### src/rtl/sha256_pkg.sv
`timescale 1ns / 1ps
`default_nettype none
package sha256_pkg;

  localparam logic [31:0] InitHash [8] = '{
    32'h6a09e667, 32'hbb67ae85, 32'h3c6ef372, 32'ha54ff53a,
    32'h510e527f, 32'h9b05688c, 32'h1f83d9ab, 32'h5be0cd19};

  localparam logic [31:0] RoundK [64] = '{
    32'h428a2f98, 32'h71374491, 32'hb5c0fbcf, 32'he9b5dba5,
    32'h3956c25b, 32'h59f111f1, 32'h923f82a4, 32'hab1c5ed5,
    32'hd807aa98, 32'h12835b01, 32'h243185be, 32'h550c7dc3,
    32'h72be5d74, 32'h80deb1fe, 32'h9bdc06a7, 32'hc19bf174,
    32'he49b69c1, 32'hefbe4786, 32'h0fc19dc6, 32'h240ca1cc,
    32'h2de92c6f, 32'h4a7484aa, 32'h5cb0a9dc, 32'h76f988da,
    32'h983e5152, 32'ha831c66d, 32'hb00327c8, 32'hbf597fc7,
    32'hc6e00bf3, 32'hd5a79147, 32'h06ca6351, 32'h14292967,
    32'h27b70a85, 32'h2e1b2138, 32'h4d2c6dfc, 32'h53380d13,
    32'h650a7354, 32'h766a0abb, 32'h81c2c92e, 32'h92722c85,
    32'ha2bfe8a1, 32'ha81a664b, 32'hc24b8b70, 32'hc76c51a3,
    32'hd192e819, 32'hd6990624, 32'hf40e3585, 32'h106aa070,
    32'h19a4c116, 32'h1e376c08, 32'h2748774c, 32'h34b0bcb5,
    32'h391c0cb3, 32'h4ed8aa4a, 32'h5b9cca4f, 32'h682e6ff3,
    32'h748f82ee, 32'h78a5636f, 32'h84c87814, 32'h8cc70208,
    32'h90befffa, 32'ha4506ceb, 32'hbef9a3f7, 32'hc67178f2};

  localparam logic [7:0] PadByte = 8'h80;
  localparam logic [3:0] LenWord = 4'd14;  // first word of the length field

  typedef enum logic [2:0] {
    ST_IDLE, ST_PAD, ST_ROUND, ST_FOLD, ST_OUT
  } ctrl_state_e;

  // controller to datapath
  typedef struct packed {
    logic       wr_byte;    // write data byte at fill position
    logic       wr_pad;     // pad byte then zero to end of word
    logic       zero_word;  // clear schedule word at pad_idx
    logic       len_word;   // write length words at pad_idx and pad_idx+1
    logic [3:0] pad_idx;
    logic       start;      // load working vars
    logic       round;      // one round step
    logic       fold;       // add into hash words
    logic       clear;      // back to initial hash, count zero
  } dp_cmd_t;

  // datapath to controller
  typedef struct packed {
    logic [5:0] fill;
  } dp_stat_t;

  function automatic logic [31:0] ror(input logic [31:0] x, input int n);
    ror = (x >> n) | (x << (32 - n));
  endfunction

endpackage
`default_nettype wire

### src/rtl/sha256_if.sv
`timescale 1ns / 1ps
`default_nettype none
interface sha256_in_if;
  logic       valid;
  logic       ready;
  logic       func;
  logic [7:0] data_byte;
  modport source (output valid, func, data_byte, input ready);
  modport sink (input valid, func, data_byte, output ready);
endinterface

interface sha256_out_if;
  logic        valid;
  logic        ready;
  logic [31:0] digest_word;
  logic [2:0]  word_index;
  logic        last_word;
  modport source (output valid, digest_word, word_index, last_word, input ready);
  modport sink (input valid, digest_word, word_index, last_word, output ready);
endinterface
`default_nettype wire

### src/rtl/sha256_stream_hasher_unit.sv
// SHA-256 over a byte stream.
// Input channel in_if: func=0 absorbs data_byte, func=1 finishes the message.
// Output channel out_if: eight digest words, word_index 0..7, last_word on 7.
// Absorbs are taken while idle; the 64th byte of a block starts a compression
// of 64 rounds and a fold step, one round per cycle through a single
// round unit, during which input is held off.
// Finish writes the pad byte, clears remaining schedule words one a cycle,
// writes the length, compresses (twice if more than 55 bytes were buffered),
// then presents the digest words one per cycle while out_if.ready is high.
// The first digest word is presented once the fold of the final block is done.
// A stalled receiver holds the current word; no input is taken until the
// eighth word is taken, after which hash, count and length are reinitialized.
// Reset (rst_ni low, async) restores the initial hash values and empties
// the buffer; no clearing pass is needed.
`timescale 1ns / 1ps
`default_nettype none
module sha256_stream_hasher_unit (
  input wire             clk_i,
  input wire             rst_ni,
  sha256_in_if.sink      in_if,
  sha256_out_if.source   out_if
);
  import sha256_pkg::*;

  dp_cmd_t     cmd;
  dp_stat_t    stat;
  logic [2:0]  idx;
  logic        ready;

  sha256_ctrl u_ctrl (
    .clk_i, .rst_ni,
    .in_valid_i (in_if.valid),
    .in_ready_o (ready),
    .in_func_i  (in_if.func),
    .out_valid_o(out_if.valid),
    .out_ready_i(out_if.ready),
    .out_idx_o  (idx),
    .cmd_o      (cmd),
    .stat_i     (stat)
  );

  sha256_dp u_dp (
    .clk_i, .rst_ni,
    .cmd_i   (cmd),
    .byte_i  (in_if.data_byte),
    .rd_idx_i(idx),
    .stat_o  (stat),
    .hash_o  (out_if.digest_word)
  );

  assign in_if.ready       = ready;
  assign out_if.word_index = idx;
  assign out_if.last_word  = (idx == 3'd7);
endmodule
`default_nettype wire

### src/rtl/sha256_dp.sv
`timescale 1ns / 1ps
`default_nettype none
module sha256_dp (
  input  wire                  clk_i,
  input  wire                  rst_ni,
  input  sha256_pkg::dp_cmd_t  cmd_i,
  input  wire [7:0]            byte_i,
  input  wire [2:0]            rd_idx_i,
  output sha256_pkg::dp_stat_t stat_o,
  output logic [31:0]          hash_o
);
  import sha256_pkg::*;

  // sixteen-word sliding schedule window, working vars, hash words
  logic [31:0] w_q [16];
  logic [31:0] v_q [8];
  logic [31:0] h_q [8];
  logic [5:0]  fill_q;
  logic [63:0] bits_q;
  logic [5:0]  rnd_q;

  logic [31:0] s0, s1, wnew, t1, t2, big0, big1, chv, majv;
  logic [3:0]  widx;
  logic [1:0]  bsel;
  logic [31:0] mask;

  assign stat_o.fill = fill_q;
  assign hash_o = h_q[rd_idx_i];
  assign widx = fill_q[5:2];
  assign bsel = fill_q[1:0];

  // round logic
  always_comb begin
    s0 = ror(w_q[1], 7) ^ ror(w_q[1], 18) ^ (w_q[1] >> 3);
    s1 = ror(w_q[14], 17) ^ ror(w_q[14], 19) ^ (w_q[14] >> 10);
    wnew = w_q[0] + s0 + w_q[9] + s1;
    big1 = ror(v_q[4], 6) ^ ror(v_q[4], 11) ^ ror(v_q[4], 25);
    chv = (v_q[4] & v_q[5]) ^ (~v_q[4] & v_q[6]);
    t1 = v_q[7] + big1 + chv + RoundK[rnd_q] + w_q[0];
    big0 = ror(v_q[0], 2) ^ ror(v_q[0], 13) ^ ror(v_q[0], 22);
    majv = (v_q[0] & v_q[1]) ^ (v_q[0] & v_q[2]) ^ (v_q[1] & v_q[2]);
    t2 = big0 + majv;
    mask = 32'hffffffff >> {bsel, 3'b000};
  end

  // schedule window and byte loads
  always_ff @(posedge clk_i) begin
    if (cmd_i.round) begin
      for (int i = 0; i < 15; i++) w_q[i] <= w_q[i + 1];
      w_q[15] <= wnew;
    end else if (cmd_i.wr_byte) begin
      w_q[widx] <= (w_q[widx] & ~mask) | ((32'(byte_i) << {~bsel, 3'b000}) & mask);
    end else if (cmd_i.wr_pad) begin
      w_q[widx] <= (w_q[widx] & ~mask) | ((32'(PadByte) << {~bsel, 3'b000}) & mask);
    end else if (cmd_i.zero_word) begin
      w_q[cmd_i.pad_idx] <= '0;
    end else if (cmd_i.len_word) begin
      w_q[cmd_i.pad_idx] <= bits_q[63:32];
      w_q[cmd_i.pad_idx + 4'd1] <= bits_q[31:0];
    end
  end

  // working vars
  always_ff @(posedge clk_i) begin
    if (cmd_i.start) begin
      for (int i = 0; i < 8; i++) v_q[i] <= h_q[i];
    end else if (cmd_i.round) begin
      v_q[7] <= v_q[6];
      v_q[6] <= v_q[5];
      v_q[5] <= v_q[4];
      v_q[4] <= v_q[3] + t1;
      v_q[3] <= v_q[2];
      v_q[2] <= v_q[1];
      v_q[1] <= v_q[0];
      v_q[0] <= t1 + t2;
    end
  end

  // control-side state
  always_ff @(posedge clk_i or negedge rst_ni) begin
    if (!rst_ni) begin
      for (int i = 0; i < 8; i++) h_q[i] <= InitHash[i];
      fill_q <= '0;
      bits_q <= '0;
      rnd_q  <= '0;
    end else begin
      if (cmd_i.start) rnd_q <= '0;
      else if (cmd_i.round) rnd_q <= rnd_q + 6'd1;
      if (cmd_i.clear) begin
        for (int i = 0; i < 8; i++) h_q[i] <= InitHash[i];
        fill_q <= '0;
        bits_q <= '0;
      end else begin
        if (cmd_i.fold) begin
          for (int i = 0; i < 8; i++) h_q[i] <= h_q[i] + v_q[i];
        end
        if (cmd_i.wr_byte) begin
          fill_q <= fill_q + 6'd1;
          bits_q <= bits_q + 64'd8;
        end
      end
    end
  end
endmodule
`default_nettype wire

### src/rtl/sha256_ctrl.sv
`timescale 1ns / 1ps
`default_nettype none
module sha256_ctrl (
  input  wire                  clk_i,
  input  wire                  rst_ni,
  input  wire                  in_valid_i,
  output logic                 in_ready_o,
  input  wire                  in_func_i,
  output logic                 out_valid_o,
  input  wire                  out_ready_i,
  output logic [2:0]           out_idx_o,
  output sha256_pkg::dp_cmd_t  cmd_o,
  input  sha256_pkg::dp_stat_t stat_i
);
  import sha256_pkg::*;

  ctrl_state_e state_q, state_d;
  logic [5:0]  cnt_q, cnt_d;
  logic        fin_q, fin_d;     // finishing
  logic        final_q, final_d; // this block carries the length
  logic        acc;

  assign acc = in_valid_i && in_ready_o;

  // next state
  always_comb begin
    state_d = state_q;
    cnt_d   = cnt_q;
    fin_d   = fin_q;
    final_d = final_q;
    unique case (state_q)
      ST_IDLE: begin
        if (acc) begin
          if (in_func_i) begin
            state_d = ST_PAD;
            fin_d   = 1'b1;
            // pad word index after the 0x80 word
            cnt_d   = {2'b00, stat_i.fill[5:2]} + 6'd1;
            final_d = (stat_i.fill < 6'd56);
          end else if (stat_i.fill == 6'd63) begin
            state_d = ST_ROUND;
            cnt_d   = '0;
            fin_d   = 1'b0;
          end
        end
      end
      ST_PAD: begin
        // zero words up to the length, or to block end
        if (final_q && cnt_q[3:0] >= LenWord) begin
          state_d = ST_ROUND;
          cnt_d   = '0;
        end else if (!final_q && cnt_q == 6'd16) begin
          state_d = ST_ROUND;
          cnt_d   = '0;
        end else begin
          cnt_d = cnt_q + 6'd1;
        end
      end
      ST_ROUND: begin
        cnt_d = cnt_q + 6'd1;
        if (cnt_q == 6'd63) state_d = ST_FOLD;
      end
      ST_FOLD: begin
        cnt_d = '0;
        if (!fin_q) state_d = ST_IDLE;
        else if (final_q) state_d = ST_OUT;
        else begin
          state_d = ST_PAD;
          final_d = 1'b1;
        end
      end
      ST_OUT: begin
        if (out_ready_i) begin
          cnt_d = cnt_q + 6'd1;
          if (cnt_q == 6'd7) begin
            state_d = ST_IDLE;
            fin_d   = 1'b0;
          end
        end
      end
      default: state_d = ST_IDLE;
    endcase
  end

  // outputs
  always_comb begin
    cmd_o       = '0;
    in_ready_o  = 1'b0;
    out_valid_o = 1'b0;
    out_idx_o   = cnt_q[2:0];
    cmd_o.pad_idx = cnt_q[3:0];
    unique case (state_q)
      ST_IDLE: begin
        in_ready_o    = 1'b1;
        cmd_o.wr_byte = acc && !in_func_i;
        cmd_o.wr_pad  = acc && in_func_i;
        cmd_o.start   = acc && (in_func_i ? 1'b0 : stat_i.fill == 6'd63);
      end
      ST_PAD: begin
        if (final_q && cnt_q[3:0] >= LenWord) begin
          cmd_o.len_word = 1'b1;
          cmd_o.pad_idx  = LenWord;
          cmd_o.start    = 1'b1;
        end else if (!final_q && cnt_q == 6'd16) begin
          cmd_o.start = 1'b1;
        end else begin
          cmd_o.zero_word = 1'b1;
        end
      end
      ST_ROUND: cmd_o.round = 1'b1;
      ST_FOLD:  cmd_o.fold = 1'b1;
      ST_OUT: begin
        out_valid_o = 1'b1;
        cmd_o.clear = out_ready_i && cnt_q == 6'd7;
      end
      default: ;
    endcase
  end

  always_ff @(posedge clk_i or negedge rst_ni) begin
    if (!rst_ni) begin
      state_q <= ST_IDLE;
      cnt_q   <= '0;
      fin_q   <= 1'b0;
      final_q <= 1'b0;
    end else begin
      state_q <= state_d;
      cnt_q   <= cnt_d;
      fin_q   <= fin_d;
      final_q <= final_d;
    end
  end
endmodule
`default_nettype wire

### src/flat_wrapper.sv
// flat-port wrapper written by rule: the top's interface ports become plain ports
module sha256_stream_hasher_unit_flat import sha256_pkg::*;
  (clk_i, rst_ni, in_if_valid, in_if_func, in_if_data_byte, in_if_ready, out_if_valid, out_if_digest_word, out_if_word_index, out_if_last_word, out_if_ready);
  sha256_in_if in_if_i ();
  sha256_out_if out_if_i ();
  input wire clk_i;
  input wire rst_ni;
  input wire logic [$bits(in_if_i.valid)-1:0] in_if_valid;
  input wire logic [$bits(in_if_i.func)-1:0] in_if_func;
  input wire logic [$bits(in_if_i.data_byte)-1:0] in_if_data_byte;
  output wire logic [$bits(in_if_i.ready)-1:0] in_if_ready;
  output wire logic [$bits(out_if_i.valid)-1:0] out_if_valid;
  output wire logic [$bits(out_if_i.digest_word)-1:0] out_if_digest_word;
  output wire logic [$bits(out_if_i.word_index)-1:0] out_if_word_index;
  output wire logic [$bits(out_if_i.last_word)-1:0] out_if_last_word;
  input wire logic [$bits(out_if_i.ready)-1:0] out_if_ready;
  assign in_if_i.valid = in_if_valid;
  assign in_if_i.func = in_if_func;
  assign in_if_i.data_byte = in_if_data_byte;
  assign in_if_ready = in_if_i.ready;
  assign out_if_valid = out_if_i.valid;
  assign out_if_digest_word = out_if_i.digest_word;
  assign out_if_word_index = out_if_i.word_index;
  assign out_if_last_word = out_if_i.last_word;
  assign out_if_i.ready = out_if_ready;
  sha256_stream_hasher_unit u_core (.clk_i(clk_i), .rst_ni(rst_ni), .in_if(in_if_i), .out_if(out_if_i));
endmodule
### config.mk
export PLATFORM = sky130hd
export DESIGN_NAME = sha256_stream_hasher_unit_flat
export DESIGN_NICKNAME = d
export VERILOG_FILES = /design/src/rtl/sha256_pkg.sv /design/src/rtl/sha256_if.sv /design/src/rtl/sha256_stream_hasher_unit.sv /design/src/rtl/sha256_dp.sv /design/src/rtl/sha256_ctrl.sv /design/src/flat_wrapper.sv
export SDC_FILE = /design/constraint.sdc
export NUM_CORES = 2
export LEC_CHECK = 0
export ABC_AREA = 1
export BUFFER_PORTS_ARGS = -buffer_cell sky130_fd_sc_hd__clkbuf_2
export CAP_MARGIN = 20
export CORE_MARGIN = 4
export CORE_UTILIZATION = 45
export CTS_CLUSTER_DIAMETER = 120
export CTS_CLUSTER_SIZE = 14
export DETAILED_ROUTE_END_ITERATION = 7
export GPL_TIMING_DRIVEN = 0
export PLACE_DENSITY = 0.57
export REMOVE_ABC_BUFFERS = 1
export SLEW_MARGIN = 10
export SYNTH_ARGS = -nofsm -noshare
export SYNTH_HDL_FRONTEND = slang
export SYNTH_SLANG_ARGS = --single-unit
### constraint.sdc
create_clock -name clk_i -period 16.1 [get_ports clk_i]
set_input_delay 1.61 -clock clk_i [delete_from_list [all_inputs] [get_ports clk_i]]
set_output_delay 1.61 -clock clk_i [all_outputs]
set_load 0.01 [all_outputs]
==> impl_metrics.ini <==
[status]
status = finished clean

[place]
dp_hpwl_um = 302000
io_buffer_count = 50
gp_congestion = 1.01
place_ws_ns = 5.51

[worst_setup_path]
cpMostUsedCell = nand2_1
cp_max_fo = 54
worst-path-buf-inv = 7
crit_path_end_kind = flop
cp_top_family = simple AND/OR/NAND/NOR gates
worstSetupPathType = reg -> reg
cp.arrival_ns = 11.55
slowest_delay_ns = 0.98
cp_slowest_cell = nor2_1
required_ns = 16.63
cp-start-kind = flop

[cts]
cts.sinks = 1108
cts_buffers = 91
ctsLongestPathBuffers = 3
clk_latency_ns = 0.78
cts_max_level = 3
cts_hold_buf = 0
tritoncts = yes
postCtsSetupBuffers = 0
clk_pin_slew_ns = 0.07
cts.repair.resized = 0
root_buffer = clkbuf_16

[route]
wl_per_cell_um = 28.7
drt-initial-drc-count = 10300
ant_nets = 0
drtPass1Iterations = 7
via_count = 82100
wl_um = 388000
viasPerCell = 6.07
drc = 0

[timing]
max_slew_margin_pct = 11.4
hold_viol_final = 0
finalSetupViolCount = 0
worst_slew_pin_slew_ns = 1.32
fin_crit_ns = 11.03
setup-tns-final_ns = 0
min_period_over_period_pct = 68.5
fin_ws_ns = 5.07
clock_skew_ns = 0.0766
grt_setup_unrepaired = false
max_freq_mhz = 90.7
drv_slew = 0

[die]
die_h_um = 443
fp-row-count = 159
dieArea_mm2 = 0.197
coreArea_mm2 = 0.188
io_pins = 51
die_w_um = 443
start_util_pct = 45.3

[synthesis]
synthCells = 11200
yosysWarnings = 0
syn_area_mm2 = 0.0853
ys_seq_area_share_pct = 37.2
async_flop_share_pct = 30.7
syn_avg_cell_area_um2 = 7.64
synth_top_flop_cell = edfxtp_1
ys_ff_latch = 1108
synth.distinct_cells = 69
synth_edf_count = 768

[global_routing]
grt_usage_pct = 38.2
grt_antenna_before_repair = 11
grt_pass1_vias = 75900
grt_overflow_total = 0
grt_pass1_wl_um = 549000
grt_max_degree = 120

[cells_and_area]
nFillCells = 19000
layout-drive-gt1-share_pct = 5.15
nets = 11600
area_growth_pct = 7.85
final_cell_mix = nand2_1 (2350), inv_1 (1449), o21ai_0 (1349)
layout_commonest_cell = nand2_1

[job]
drv_cap = 0

[hold_path]
min_path_type = reg -> reg
-- stage by stage --
stage / hold WS (ns) / cell area, µm² / util (%) / cells
2_1_floorplan: 0.467 / 83300 / - / 10700
3_3_place_gp: 0.486 / 86700 / 46.1 / 13200
3_5_place_dp: 0.490 / 89200 / 47.4 / 13300
4_1_cts: 0.501 / 91900 / 48.8 / 13500
5_1_grt: 0.537 / 92000 / 48.9 / 13500
6_report: 0.504 / 92000 / 48.9 / 13500
-- cell usage after synthesis, drive strengths merged (26+ instances only) --
cell | count | share of area [%]
or2 | 31 | 0.23
a21boi | 35 | 0.31
a21oi | 903 | 5.3
dfrtp | 204 | 6.0
nor3 | 120 | 0.72
edfxtp | 768 | 27
ha | 399 | 5.9
o21bai | 81 | 0.71
nand2 | 2373 | 10
xor2 | 250 | 2.6
o21ai | 1468 | 8.7
nand3 | 527 | 3.1
nand4 | 114 | 0.84
nor2 | 795 | 3.6
a21o | 47 | 0.41
clkbuf | 362 | 1.6
buf | 119 | 0.69
inv | 1479 | 6.5
dfstp | 136 | 4.2
o211ai | 94 | 0.83
nor4 | 26 | 0.19
a31oi | 115 | 0.84
o22ai | 136 | 1.0
xnor2 | 173 | 1.8
o21a | 39 | 0.34
fa | 195 | 4.6
-- cells by family after synthesis --
logic type	synth area share [%]
and+or+nand+nor	19.5
AOI/OAI and AO/OA	19.7
buffers and inverters	8.82
DFF	37.2
adders and majority gates	10.5
xor gates and xnor gates	4.34
muxes	0.0235
-- worst register-to-register path, delay by kind of cell, from the launching register on --
kind / cells / cell delay [ns]
xor gates and xnor gates: 1 / 0.85
DFF: 1 / 0.70
buffers and inverters: 7 / 1.60
AOI/OAI and AO/OA: 5 / 1.30
and+or+nand+nor: 15 / 3.47
adders and majority gates: 6 / 2.87
-- layout make-up --
class,count,area (µm²),share of cell area [%]
inverters,1484,5610,6.10
clock inverters,13,199,0.216
diodes,6,15.0,0.0163
clock buffers,159,2530,2.75
flip-flops and latches,1108,31800,34.5
repair buffers,175,2550,2.77
well taps,2495,3120,3.39
multi-input cells,8085,46200,50.2
-- final timing paths --
kind / start / to / slack (ns) / cells past startpoint
min in group asynchronous: rst_ni / u_core.u_dp.h_q[218]$_DFFE_PN0P_ / 0.74 / 1
worst max register to register: u_core.u_dp.rnd_q[4]$_DFFE_PN0P_ / u_core.u_dp.v_q[0][26]$_DFFE_PP_ / 5.07 / 34
worst min-delay path: u_core.u_dp.h_q[224]$_DFFE_PN1P_ / u_core.u_dp.h_q[224]$_DFFE_PN1P_ / 0.50 / 2
max in group asynchronous: rst_ni / u_core.u_dp.h_q[108]$_DFFE_PN1P_ / 13.48 / 5
worst max-delay path: u_core.u_dp.rnd_q[4]$_DFFE_PN0P_ / u_core.u_dp.v_q[0][26]$_DFFE_PP_ / 5.07 / 34
worst min register to register: u_core.u_dp.h_q[224]$_DFFE_PN1P_ / u_core.u_dp.h_q[224]$_DFFE_PN1P_ / 0.50 / 2
-- sequential cells by signal, indices dropped and copies added (netlist names) --
name and count:
u_core.u_dp.h_q 256, u_core.u_dp.rnd_q 6, u_core.u_dp.stat_o 6, u_core.u_ctrl.cnt_q 6
u_core.u_dp.w_q 512, u_core.u_ctrl.state_q 3, u_core.u_dp.v_q 256, u_core.u_ctrl.final_q 1
u_core.u_dp.bits_q 61, u_core.u_ctrl.fin_q 1
-- layer usage --
layer / GRT usage (%) / vias to the layer above / wire length [µm]
met3: 6.22 / 757 / 36100
met2: 57.8 / 4450 / 167000
li1: - / 37200 / -
met5: 0 / - / 38
met4: 22.9 / 6 / 28400
met1: 51.4 / 39700 / 157000
Power is left out: the tool's default activity adds up to more than one toggle a clock period on the data nets, which glitch-free logic cannot reach.
